--- config.mk ---
export PLATFORM = sky130hd
export DESIGN_NAME = binary_poly_extended_gcd
export DESIGN_NICKNAME = d
export VERILOG_FILES = /design/src/hw/rtl/bpeg_pkg.sv /design/src/hw/rtl/binary_poly_extended_gcd.sv /design/src/hw/rtl/bpeg_shxor.sv /design/src/hw/rtl/bpeg_seq.sv
export SDC_FILE = /design/constraint.sdc
export NUM_CORES = 1
export LEC_CHECK = 0
export ABC_AREA = 1
export ABC_CLOCK_PERIOD_IN_PS = 20000
export BUFFER_PORTS_ARGS = -buffer_cell sky130_fd_sc_hd__buf_2
export CAP_MARGIN = 10
export CORE_MARGIN = 3
export CORE_UTILIZATION = 50
export DETAILED_ROUTE_END_ITERATION = 6
export PLACE_DENSITY_LB_ADDON = 0.1
export SLEW_MARGIN = 20
export SYNTH_ARGS = -nofsm -noshare
export SYNTH_HDL_FRONTEND = slang
export SYNTH_SLANG_ARGS = --single-unit
export TNS_END_PERCENT = 5
--- constraint.sdc ---
create_clock -name clk -period 20 [get_ports clk]
set_input_delay 2 -clock clk [delete_from_list [all_inputs] [get_ports clk]]
set_output_delay 2 -clock clk [all_outputs]
set_load 0.02 [all_outputs]
--- src/hw/rtl/bpeg_pkg.sv ---
// Shared types and constants for the binary polynomial extended GCD block.
// No dependencies; imported by bpeg_seq and binary_poly_extended_gcd.
package bpeg_pkg;

  localparam int unsigned POLY_BITS_DEF = 33;

  typedef enum logic [1:0] {
    ST_IDLE,
    ST_RUN,
    ST_DONE
  } state_t;

  typedef enum logic [2:0] {
    ACT_NONE,
    ACT_LOAD,
    ACT_DEC1,
    ACT_DEC0,
    ACT_REDUCE,
    ACT_SWAP,
    ACT_FINISH
  } action_t;

  // Datapath status seen by the sequencer
  typedef struct packed {
    logic req_valid;
    logic out_free;
    logic r1_zero;
    logic r1_lead;
    logic r0_lead;
    logic d0_zero;
    logic d0_ge_d1;
  } status_t;

endpackage

--- src/hw/rtl/binary_poly_extended_gcd.sv ---
// Top level of the binary polynomial extended GCD (GF(2)[x] extended Euclid).
// Depends on bpeg_pkg, bpeg_shxor and bpeg_seq.
//
//  channel | signals                              | direction
//  --------+--------------------------------------+----------
//  req     | req_valid, req_ready, poly_a, poly_b | in
//  rsp     | rsp_valid, rsp_ready, gcd_poly,      | out
//          | coef_a, coef_b                       |
//
// One item at a time. After the req transfer the sequencer issues one action per
// cycle on the shared shift-xor unit: degree decrement of either remainder, a
// reduction r0 ^= r1 << (d0-d1) with the same shift applied to the Bezout pairs,
// or a swap at the end of each division round.
// Reset clears the sequencer and rsp_valid only. A finished result waits in the
// output register, so req is taken again while rsp is stalled; the next result
// holds in DONE until the output register is freed.
module binary_poly_extended_gcd #(
  parameter int unsigned POLY_BITS = bpeg_pkg::POLY_BITS_DEF
) (
  input  logic                 clk,
  input  logic                 rst,
  input  logic                 req_valid,
  output logic                 req_ready,
  input  logic [POLY_BITS-1:0] poly_a,
  input  logic [POLY_BITS-1:0] poly_b,
  output logic                 rsp_valid,
  input  logic                 rsp_ready,
  output logic [POLY_BITS-1:0] gcd_poly,
  output logic [POLY_BITS-1:0] coef_a,
  output logic [POLY_BITS-1:0] coef_b
);
  import bpeg_pkg::*;

  localparam int unsigned DW = (POLY_BITS > 1) ? $clog2(POLY_BITS) : 1;

  // working remainders, Bezout pairs and degree bounds
  logic [POLY_BITS-1:0] r0, r1, s0, s1, t0, t1;
  logic [DW-1:0]        d0, d1;

  logic [POLY_BITS-1:0] red_r, red_s, red_t;
  logic [DW-1:0]        shamt;
  status_t              status;
  action_t              action;
  logic                 out_free;

  assign out_free = !rsp_valid || rsp_ready;
  assign shamt    = d0 - d1;

  always_comb begin
    status.req_valid = req_valid;
    status.out_free  = out_free;
    status.r1_zero   = (r1 == '0);
    status.r1_lead   = r1[d1];
    status.r0_lead   = r0[d0];
    status.d0_zero   = (d0 == '0);
    status.d0_ge_d1  = (d0 >= d1);
  end

  bpeg_seq u_seq (
    .clk       (clk),
    .rst       (rst),
    .status    (status),
    .action    (action),
    .req_ready (req_ready)
  );

  // quotient term x^shamt folded straight into the remainder and both pairs
  bpeg_shxor #(
    .WIDTH (POLY_BITS),
    .SW    (DW)
  ) u_shxor (
    .x_r (r0),
    .x_s (s0),
    .x_t (t0),
    .y_r (r1),
    .y_s (s1),
    .y_t (t1),
    .sh  (shamt),
    .z_r (red_r),
    .z_s (red_s),
    .z_t (red_t)
  );

  always_ff @(posedge clk) begin
    unique case (action)
      ACT_LOAD: begin
        r0 <= poly_a;
        r1 <= poly_b;
        s0 <= POLY_BITS'(1);
        s1 <= '0;
        t0 <= '0;
        t1 <= POLY_BITS'(1);
        d0 <= DW'(POLY_BITS - 1);
        d1 <= DW'(POLY_BITS - 1);
      end
      ACT_DEC1: begin
        d1 <= d1 - DW'(1);
      end
      ACT_DEC0: begin
        d0 <= d0 - DW'(1);
      end
      ACT_REDUCE: begin
        // leading bit of r0 is cleared, so drop its degree bound as well
        r0 <= red_r;
        s0 <= red_s;
        t0 <= red_t;
        if (d0 != '0) d0 <= d0 - DW'(1);
      end
      ACT_SWAP: begin
        // end of a division round: remainder moves down, pairs advance
        r0 <= r1;
        r1 <= r0;
        s0 <= s1;
        s1 <= s0;
        t0 <= t1;
        t1 <= t0;
        d0 <= d1;
        d1 <= d0;
      end
      ACT_NONE, ACT_FINISH: begin
      end
      default: begin
      end
    endcase
  end

  // output register: hold the result until the rsp transfer
  always_ff @(posedge clk) begin
    if (action == ACT_FINISH) begin
      gcd_poly <= r0;
      coef_a   <= s0;
      coef_b   <= t0;
    end
  end

  always_ff @(posedge clk) begin
    if (rst) begin
      rsp_valid <= 1'b0;
    end else if (action == ACT_FINISH) begin
      rsp_valid <= 1'b1;
    end else if (rsp_ready) begin
      rsp_valid <= 1'b0;
    end
  end

endmodule

--- src/hw/rtl/bpeg_shxor.sv ---
// Shared shift-and-xor unit: z = x ^ (y << sh) on three lanes (r, s, t).
// No dependencies.
module bpeg_shxor #(
  parameter int unsigned WIDTH = 33,
  parameter int unsigned SW    = 6
) (
  input  logic [WIDTH-1:0] x_r,
  input  logic [WIDTH-1:0] x_s,
  input  logic [WIDTH-1:0] x_t,
  input  logic [WIDTH-1:0] y_r,
  input  logic [WIDTH-1:0] y_s,
  input  logic [WIDTH-1:0] y_t,
  input  logic [SW-1:0]    sh,
  output logic [WIDTH-1:0] z_r,
  output logic [WIDTH-1:0] z_s,
  output logic [WIDTH-1:0] z_t
);

  assign z_r = x_r ^ (y_r << sh);
  assign z_s = x_s ^ (y_s << sh);
  assign z_t = x_t ^ (y_t << sh);

endmodule

--- src/hw/rtl/bpeg_seq.sv ---
// Sequencer for the extended GCD: picks one datapath action per cycle.
// Depends on bpeg_pkg (state_t, action_t, status_t).
module bpeg_seq (
  input  logic              clk,
  input  logic              rst,
  input  bpeg_pkg::status_t status,
  output bpeg_pkg::action_t action,
  output logic              req_ready
);
  import bpeg_pkg::*;

  state_t state;
  state_t state_next;

  always_ff @(posedge clk) begin
    if (rst) begin
      state <= ST_IDLE;
    end else begin
      state <= state_next;
    end
  end

  always_comb begin
    state_next = state;
    unique case (state)
      ST_IDLE: begin
        if (status.req_valid) state_next = ST_RUN;
      end
      ST_RUN: begin
        if (status.r1_zero) state_next = ST_DONE;
      end
      ST_DONE: begin
        if (status.out_free) state_next = ST_IDLE;
      end
      default: state_next = ST_IDLE;
    endcase
  end

  always_comb begin
    action    = ACT_NONE;
    req_ready = 1'b0;
    unique case (state)
      ST_IDLE: begin
        // hold off the req transfer while reset is applied
        req_ready = !rst;
        if (status.req_valid && !rst) action = ACT_LOAD;
      end
      ST_RUN: begin
        // normalize degrees first, then reduce or end the round
        priority if (status.r1_zero) action = ACT_NONE;
        else if (!status.r1_lead) action = ACT_DEC1;
        else if (!status.r0_lead && !status.d0_zero) action = ACT_DEC0;
        else if (status.r0_lead && status.d0_ge_d1) action = ACT_REDUCE;
        else action = ACT_SWAP;
      end
      ST_DONE: begin
        if (status.out_free) action = ACT_FINISH;
      end
      default: action = ACT_NONE;
    endcase
  end

endmodule
=== Yosys cells after proc, flatten, opt, wreduce, memory -nomap -nowiden ===
Cells that the tools add are included.

* Flip-flop bits (word level): 312
* Input port bits: 70
* Logic and storage cells: 83

* Add/subtract/negate cells: 3
* Order comparisons: 3
* Eq/ne operators: 12
* Shifts and indexed selects: 3
* Muxes and demuxes: 27
* Bitwise gates (word level): 3
* Reductions and logical operators: 19

{| class="wikitable"
|+ Operators with widths
! cell !! number
|-
| case mux 33 bit (3 select lines) || 3
|-
| case mux 33 bit (2 select lines) || 3
|-
| left shift 33 x 6 -> 33 bit || 3
|-
| XOR 33 bit || 3
|-
| zero test 33 bit || 1
|-
| case mux 6 bit (4 select lines) || 1
|-
| case mux 6 bit (3 select lines) || 1
|-
| less-than comparator 6 x 7 -> 1 bit (second input constant) || 2
|-
| binary-select mux 1 bit (select 6 bit) || 2
|-
| two-way mux 3 bit || 4
|-
| subtractor 6 x 1 -> 6 bit (second input constant) || 2
|-
| == test 3 bit (second input constant) || 3
|-
| case mux 3 bit (3 select lines) || 1
|-
| != test 2 bit (second input constant) || 4
|-
| two-way mux 1 bit || 7
|-
| == test 3 x 2 -> 1 bit (second input constant) || 2
|-
| >= comparator 6 bit || 1
|-
| zero test 6 bit || 1
|-
| two-way mux 2 bit || 3
|-
| two-way mux 6 bit || 1
|-
| case mux 2 bit (3 select lines) || 1
|-
| nonzero test 3 bit || 2
|-
| nonzero test 6 bit || 1
|-
| subtractor 6 bit || 1
|-
| 11 further kinds || 17
|}

=== Logic depth before layout (Yosys ltp) ===
Gate-level depths: netlist of run 1.

* Depth in word-level cells: 11
* Mapped depth: 21

=== Hierarchy ===
A second synthesis of run 1 with hierarchy kept.

* Cell total of the unflattened synthesis: 2322
* Area, all modules: 19252.2 um^2

{| class="wikitable"
|+ Modules (own cells, without submodules)
! module !! times used !! cells each !! area an instance (um^2)
|-
| binary_poly_extended_gcd || 1 || 1049 || 12923.6
|-
| bpeg_shxor || 1 || 1247 || 6172.2
|-
| bpeg_seq || 1 || 26 || 156.4
|}

=== Worst setup path before layout of run 1 ===
OpenSTA, ideal clock, no wires.

* Path kind: input to register
* Start point: input rsp_ready
* End point: register r1[0], enable pin
* Library setup time: 1.959 ns
* Arrival time: 14.881 ns
* Setup slack: 3.160 ns
* Stages on the path: 3
* Cell sequence: inv_1 a21oi_1 nor3_1

* Longest elaborated chain between the ends: 5

{| class="wikitable"
|+ Ends and longest elaborated chain
! item !! RTL line !! text
|-
| start, declared || binary_poly_extended_gcd.sv:27 || <nowiki>input logic rsp_ready,</nowiki>
|-
| logical OR 1 bit (*) || binary_poly_extended_gcd.sv:46 || <nowiki>assign out_free = !rsp_valid || rsp_ready;</nowiki>
|-
| two-way mux 3 bit (*) || bpeg_seq.sv:57 || <nowiki>if (status.out_free) action = ACT_FINISH;</nowiki>
|-
| case mux 3 bit (3 select lines) (*) || bpeg_seq.sv:42 || <nowiki>unique case (state)</nowiki>
|-
| == test 3 bit or == test 3 x 1 -> 1 bit (tied branches) || binary_poly_extended_gcd.sv:85 || <nowiki>unique case (action)</nowiki>
|-
| nonzero test 2 bit (no source line) (*) || - ||
|-
| end signal, assigned || binary_poly_extended_gcd.sv:88 || <nowiki>r1 <= poly_b;</nowiki>
|-
| end signal, assigned || binary_poly_extended_gcd.sv:112 || <nowiki>r1 <= r0;</nowiki>
|-
| end, declared || binary_poly_extended_gcd.sv:37 || <nowiki>logic [POLY_BITS-1:0] r0, r1, s0, s1, t0, t1;</nowiki>
|}

Every way passes the cells marked *; elsewhere a longest branch is shown, timed or not.
A chain may end at the register's enable or synchronous reset.

=== Worst setup path after layout of run 1 ===
* Start point: register d0[0]
* End point: register r0[7] (data pin)

* Longest elaborated chain between the ends: 10

{| class="wikitable"
|+ Ends and longest elaborated chain
! item !! RTL line !! text
|-
| start, declared || binary_poly_extended_gcd.sv:38 || <nowiki>logic [DW-1:0] d0, d1;</nowiki>
|-
| start signal, assigned || binary_poly_extended_gcd.sv:93 || <nowiki>d0 <= DW'(POLY_BITS - 1);</nowiki>
|-
| start signal, assigned || binary_poly_extended_gcd.sv:100 || <nowiki>d0 <= d0 - DW'(1);</nowiki>
|-
| start signal, assigned || binary_poly_extended_gcd.sv:107 || <nowiki>if (d0 != '0) d0 <= d0 - DW'(1);</nowiki>
|-
| binary-select mux 1 bit (select 6 bit) || binary_poly_extended_gcd.sv:54 || <nowiki>status.r0_lead = r0[d0];</nowiki>
|-
| two-way mux 1 bit (not written as such) || binary_poly_extended_gcd.sv:54 ||
|-
| logical AND 1 bit or zero test 1 bit (tied branches) || bpeg_seq.sv:53, bpeg_seq.sv:52 ||
|-
| two-way mux 1 bit or logical AND 1 bit (tied branches) || bpeg_seq.sv:53, bpeg_seq.sv:52 ||
|-
| two-way mux 3 bit || bpeg_seq.sv:52 || <nowiki>else if (!status.r0_lead && !status.d0_zero) action = ACT_DEC0;</nowiki>
|-
| two-way mux 3 bit || bpeg_seq.sv:51 || <nowiki>else if (!status.r1_lead) action = ACT_DEC1;</nowiki>
|-
| two-way mux 3 bit || bpeg_seq.sv:50 || <nowiki>priority if (status.r1_zero) action = ACT_NONE;</nowiki>
|-
| case mux 3 bit (3 select lines) || bpeg_seq.sv:42 ||
|-
| == test 3 bit or == test 3 x 1 -> 1 bit (tied branches) || binary_poly_extended_gcd.sv:85 ||
|-
| case mux 33 bit (3 select lines) (*) || binary_poly_extended_gcd.sv:85 ||
|-
| end signal, assigned || binary_poly_extended_gcd.sv:87 || <nowiki>r0 <= poly_a;</nowiki>
|-
| end signal, assigned || binary_poly_extended_gcd.sv:104 || <nowiki>r0 <= red_r;</nowiki>
|-
| end signal, assigned || binary_poly_extended_gcd.sv:111 || <nowiki>r0 <= r1;</nowiki>
|-
| end, declared || binary_poly_extended_gcd.sv:37 ||
|}

Every way passes the cells marked *; elsewhere a longest branch is shown, timed or not. The select of a mux whose other input is x is not followed.

==> impl_metrics.py, run 1 <==
metrics = {
    "status": {
        "status": "finished clean",
    },
    "worst_setup_path": {
        "r2r_cells": 14,
        "critical_path_peak_fanout": 71,
        "crit_family": "simple AND/OR/NAND/NOR gates",
        "cp.arrival_ps": 5020,
        "r2r_end": "r0[7]$_DFFE_PP_",
        "cpMostUsedCell": "nand2_1",
        "cp_data_required_time_ps": 20290,
        "crit_type": "register to register",
        "crit_slowest_cell": "nand2_1",
        "cp-start-kind": "register",
        "r2r_slack_ps": 15270,
        "end_kind": "register",
        "worstPathCellList": "inv_4, ha_4, inv_1, nand3_1, nand2_1, a21oi_1, o21bai_4, xor2_4, buf_4, nand2_1, nor2_1, xor2_1, nand2_1, nand3_1",
        "path_buf_inv": 3,
        "cpPeakStageDelay_ps": 890,
        "reg2reg_from": "d0[0]$_DFFE_PP_",
    },
    "route": {
        "ant_nets": 0,
        "drt_pass1_iterations": 6,
        "wl_per_cell_um": 20.4,
        "vias": 17100,
        "remaining_drc_errors": 0,
        "drt_iter0_drc": 1802,
        "wirelength_mm": 61.7,
        "viasPerCell": 5.66,
    },
    "grt": {
        "use_met1": 0.446,
        "overflow": 0,
        "antenna_found_initial": 0,
        "grt_busiest_layer": "met2",
        "grt_use_total": 0.298,
        "grt_use_met2": 0.457,
        "grt_use_met3": 0.0454,
        "grt_pass1_wl_mm": 95.4,
        "grt_pass1_vias": 16300,
        "grt_max_degree": 102,
    },
    "pwr": {
        "switchingPower_mw": 1.18,
        "swShare": 0.435,
        "seq_power_share": 0.306,
        "p_int_mw": 1.53,
        "clock_power_share": 0.254,
        "peakVddDrop_mv": 0.0726,
        "comb_power_share": 0.440,
        "power_density_nw_per_um2": 127,
        "p_leak_nw": 9.08,
    },
    "timing": {
        "rsz0062_at_grt": "false",
        "finalSetupViolCount": 0,
        "finalHoldViolations": 0,
        "drv_slew": 0,
        "max_freq_mhz": 211,
        "worstMarginPinSlew_ps": 1090,
        "timing.final.crit_period_ps": 4730,
        "tns_ps": 0,
        "worst_clock_skew_ps": 17.7,
        "relSlewSlack": 0.273,
        "min_period_over_period": 0.237,
    },
    "die": {
        "die_w_um": 202,
        "die_h_um": 202,
        "row_count": 71,
        "core_area_um2": 37800,
        "dieArea_um2": 40800,
        "io_pins": 171,
        "start_util": 0.509,
    },
    "synth": {
        "avgSynthCellArea_um2": 7.96,
        "syn-cell-area_um2": 19200,
        "yosysWarnings": 0,
        "syn-num-nets": 2494,
        "seq_area_frac_synth": 0.486,
        "synth_top_area_frac": 0.483,
        "synth.distinct_cells": 45,
        "synth_area_leaders": "edfxtp_1 48%, nand2_1 16%, nand3_1 7.4%",
        "yosysTopAreaCell": "edfxtp_1",
        "ys_seq_elements": 312,
        "syn-instance-count": 2415,
    },
    "clocking": {
        "cts_tree": "yes",
        "holdBufCountCts": 0,
        "cts_root_buf": "clkbuf_16",
        "cts_resized": 0,
        "cts_buffer_depth": 3,
        "clk_latency_ps": 550,
        "postCtsSetupBuffers": 0,
        "cts.sinks": 312,
        "cts_buffers": 36,
        "path_clk_slew_ps": 60,
        "htree_levels": 2,
    },
    "hold_path": {
        "min_path_cells": 0,
        "hold_class": "register to register",
        "hp-start": "r0[16]$_DFFE_PP_",
        "worst_hold_path.endpoint": "gcd_poly[16]$_DFFE_PP_",
    },
    "place": {
        "place_area_um2": 20200,
        "place.gp.congestion": 0.964,
        "dp_hpwl_mm": 42.6,
        "place.port_buffers": 170,
    },
    "layout": {
        "antennaDiodeCount": 0,
        "fin_area_um2": 21400,
        "fin_nets": 2571,
        "final_layout_size_suffix_gt1_frac": 0.113,
        "syn_to_final_growth_pct": 11.1,
    },
    "run": {
        "cap_violations": 0,
    },
}
==> area by class of cell <==
cell class | count | area, um2
Fill cell | 3637 | 16400
Sequential cell | 312 | 9340
Multi-Input combinational cell | 1751 | 8410
Timing Repair Buffer | 192 | 1020
Clock buffer | 39 | 933
Inverter | 199 | 752
Tap cell | 511 | 639
Clock inverter | 25 | 275
==> layer usage <==
metal / vias up / part of all wire
met3: 91 / 0.071
met2: 616 / 0.44
met1: 8234 / 0.46
met5: - / 0
met4: 0 / 0.023
li1: 8189 / -
==> Yosys cell counts (all sizes together) <==
library cell / n
a211oi: 1
nor4: 2
nand2: 818
a21oi: 30
xor2: 83
o21bai: 2
xnor2: 2
dfxtp: 3
or2: 11
ha: 8
buf: 105
nand4: 20
nor3: 7
nor2: 127
a31oi: 10
fa: 1
o211ai: 21
o31ai: 1
a21boi: 1
o21ai: 297
edfxtp: 309
clkbuf: 48
nand3: 286
mux2i: 23
inv: 199
==> through the flow <==
| step | cells | power (mW) | util | hold slack (ps) | worst slack, ps |
|---|---|---|---|---|---|
| CTS | 3029 | 2.69 | 0.566 | 447 | 15330 |
| finish | 3029 | 2.70 | 0.566 | 447 | 15270 |
| detailed placement | 2965 | 2.00 | 0.534 | 432 | 15360 |
| floorplan | 2415 | 1.70 | - | 426 | 3160 |
| global placement | 2965 | 2.01 | 0.534 | 432 | 15440 |
| global route | 3029 | 2.88 | 0.566 | 454 | 15010 |
==> worst register-to-register path, delay by kind of cell, from the launching register on <==
kind            cells  cell delay, ps
simple gates        6            1920
buf+inv             3             970
compound gates      2             310
fa+ha+maj           1             220
xor+xnor            2             280
flops               1             770
==> sequential cells by signal, summed over array words and instances (netlist names) <==
| register | cells |
|---|---|
| coef_a | 33 |
| coef_b | 33 |
| d0 | 6 |
| d1 | 6 |
| gcd_poly | 33 |
| r0 | 33 |
| r1 | 33 |
| rsp_valid | 1 |
| s0 | 33 |
| s1 | 33 |
| t0 | 33 |
| t1 | 33 |
| u_seq.state | 2 |
==> power groups by stage <==
stage	registers (mW)	logic [mW]	clock network, mW
2_1_floorplan	0.837	0.860	0
3_3_place_gp	0.838	1.17	0
3_5_place_dp	0.839	1.17	0
4_1_cts	0.826	1.17	0.697
5_1_grt	0.831	1.32	0.725
6_report	0.827	1.19	0.686
==> logic make-up (layout without fill, tap and decap cells) <==
kind of cell,Yosys count,in the layout,share of synthesized area
flip-flops,312,312,0.486
multiplexers,23,23,0.0120
adder cells (fa/ha/maj),9,9,0.00625
XOR/XNOR,85,85,0.0399
AND/OR/NAND/NOR,1271,1271,0.275
AO/OA/AOI/OAI,363,363,0.0997
buffers and inverters,352,455,0.0814
==> worst max path at each step <==
stage,startpoint,endpoint,cells after the start
2_1_floorplan,rsp_ready,r1[0]$_DFFE_PP_,3
3_3_place_gp,d0[0]$_DFFE_PP_,r0[7]$_DFFE_PP_,14
3_5_place_dp,d0[0]$_DFFE_PP_,r0[7]$_DFFE_PP_,14
4_1_cts,d0[0]$_DFFE_PP_,r0[7]$_DFFE_PP_,14
5_1_grt,d0[0]$_DFFE_PP_,d1[0]$_DFFE_PP_,12
6_report,d0[0]$_DFFE_PP_,r0[7]$_DFFE_PP_,14
==> cells in the final DEF (no fill, tap or decap), drive strengths merged, types with 11 or more instances in the layout <==
master    n
nand3   286
edfxtp  309
o21ai   297
xor2     83
o211ai   21
nand2   818
clkinv   20
inv     198
a21oi    30
nand4    20
or2      11
buf     192
clkbuf   39
nor2    127
mux2i    23
No activity file was read; power rests on OpenSTA's default activity.
==> run 2: changes to the inputs <==
--- a/config.mk
+++ b/config.mk
@@ -6,7 +6,7 @@
 export NUM_CORES = 1
 export LEC_CHECK = 0
 export ABC_AREA = 1
-export ABC_CLOCK_PERIOD_IN_PS = 20000
+export ABC_CLOCK_PERIOD_IN_PS = 4200
 export BUFFER_PORTS_ARGS = -buffer_cell sky130_fd_sc_hd__buf_2
 export CAP_MARGIN = 10
 export CORE_MARGIN = 3
==> constraint.sdc (replaced) <==
create_clock -name clk -period 4.2 [get_ports clk]
set_input_delay 0.42 -clock clk [delete_from_list [all_inputs] [get_ports clk]]
set_output_delay 0.42 -clock clk [all_outputs]
set_load 0.02 [all_outputs]
==> run 2 against run 1 <==
  * Hold slack lost 370 ps
  * Die area unchanged
  * Largest cell class unchanged
  * Critical path type unchanged
  * Critical endpoint is now r0[22]$_DFFE_PP_
  * Final area increased by 1.5%
  * Sequential cell count unchanged
  * Fmax up 24%
  * First-iteration DRC count is 9.8% lower
  * Critical path depth decreased by 1
  * Count of clock-buffer cells in the layout increased by 6
==> impl_metrics.py, run 2 (same netlist as run 1, synthesis figures left out) <==
metrics = {
    "worst_setup_path": {
        "crit_slowest_cell": "edfxtp_1",
        "cp-start-kind": "register",
        "path_buf_inv": 2,
        "cpMostUsedCell": "nand2_1",
        "end_kind": "register",
        "cp_data_required_time_ps": 4520,
        "cpPeakStageDelay_ps": 800,
        "crit_type": "register to register",
        "cp.arrival_ps": 4120,
        "critical_path_peak_fanout": 48,
        "worstPathCellList": "inv_6, ha_4, buf_4, o21ai_0, nand2_1, o21ai_0, o21ai_0, nand2_1, nand2_1, nand3_1, xor2_1, nand2_1, nand3_1",
        "crit_family": "flip-flops",
    },
    "place": {
        "place.port_buffers": 170,
        "place.gp.congestion": 0.972,
        "dp_hpwl_mm": 42.5,
        "place_area_um2": 20400,
        "place_inst": 2976,
        "place_ws_ps": 444,
    },
    "hold_path": {
        "hold_class": "input port to register",
    },
    "pwr": {
        "power.total_mw": 13.2,
        "power_density_nw_per_um2": 609,
        "p_leak_nw": 9.21,
        "peakVddDrop_mv": 0.470,
    },
    "die": {
        "dieArea_um2": 40800,
        "die_w_um": 202,
        "start_util": 0.509,
        "die_h_um": 202,
        "core_area_um2": 37800,
        "io_pins": 171,
        "row_count": 71,
    },
    "timing": {
        "worst_slack_ps": 394,
        "worstMarginPinSlew_ps": 867,
        "tns_ps": 0,
        "relSlewSlack": 0.416,
        "finalHoldViolations": 0,
        "finalSetupViolCount": 0,
        "min_period_over_period": 0.906,
        "drv_slew": 0,
        "timing.final.crit_period_ps": 3810,
        "max_freq_mhz": 263,
        "hold_ws_ps": 75.4,
        "rsz0062_at_grt": "false",
        "worst_clock_skew_ps": 26.5,
    },
    "layout": {
        "seq_area_um2": 9340,
        "final_common_cell": "nand2_1",
        "final_util": 0.574,
        "antennaDiodeCount": 0,
        "fin_area_um2": 21700,
        "layout_common_cells": "809 x nand2_1, 309 x edfxtp_1, 284 x nand3_1",
        "multiInputGateArea_um2": 8420,
        "final_cells": 3041,
        "nFillCells": 3509,
        "final_layout_size_suffix_gt1_frac": 0.119,
        "syn_to_final_growth_pct": 12.8,
        "fin_nets": 2582,
    },
    "clocking": {
        "htree_levels": 2,
        "cts_buffers": 36,
        "path_clk_slew_ps": 60,
        "cts.sinks": 312,
        "clk_latency_ps": 570,
        "cts_root_buf": "clkbuf_16",
        "cts_buffer_depth": 3,
        "postCtsSetupBuffers": 0,
        "cts_tree": "yes",
        "holdBufCountCts": 0,
        "cts_resized": 0,
    },
    "grt": {
        "grt_max_degree": 99,
        "grt_use_total": 0.293,
        "antenna_found_initial": 0,
        "grt_pass1_vias": 16300,
        "overflow": 0,
        "grt_pass1_wl_mm": 94.1,
    },
    "route": {
        "vias": 17100,
        "wl_per_cell_um": 19.9,
        "drt_pass1_iterations": 5,
        "drt_iter0_drc": 1625,
        "viasPerCell": 5.64,
        "ant_nets": 0,
        "wirelength_mm": 60.6,
        "remaining_drc_errors": 0,
    },
    "run": {
        "cap_violations": 0,
    },
    "status": {
        "status": "finished clean",
    },
}
==> run 2: changes by cell type in the layout (fill, tap and decap cells not counted), sizes merged <==
cell	change
bufinv	+2
clkinvlp	+1
buf	+11
clkinv	-11
inv	+3
clkbuf	+6
==> run 2: cell type report <==
type                            count  share of cell area
Multi-Input combinational cell   1751               0.388
Timing Repair Buffer              203              0.0582
Clock buffer                       45              0.0441
Inverter                          199              0.0348
Tap cell                          511              0.0295
Sequential cell                   312               0.431
Clock inverter                     20              0.0144
==> run 2: final timing paths <==
check | to | slack, ps | startpoint | cells after the start
hold / removal | u_seq.state[1]$_SDFFE_PP0P_ | 80 | rst | 2
setup reg to reg | r0[22]$_DFFE_PP_ | 390 | d0[0]$_DFFE_PP_ | 13
hold reg to reg | coef_b[11]$_DFFE_PP_ | 450 | t0[11]$_DFFE_PP_ | 0
setup / recovery | r0[22]$_DFFE_PP_ | 390 | d0[0]$_DFFE_PP_ | 13
==> run 2: power by group <==
| part | switching [mW] | internal (mW) |
|---|---|---|
| combinational | 4.12 | 1.70 |
| clock | 1.34 | 2.12 |
| sequential | 0.207 | 3.71 |
| total | 5.67 | 7.53 |
==> run 2: layer usage <==
layer | share of wire | up-vias | global-route usage
met2 | 0.44 | 718 | 0.442
li1 | - | 8222 | -
met1 | 0.46 | 8127 | 0.446
met3 | 0.081 | 76 | 0.0438
met5 | 0 | - | 0
met4 | 0.021 | 0 | 0.0753
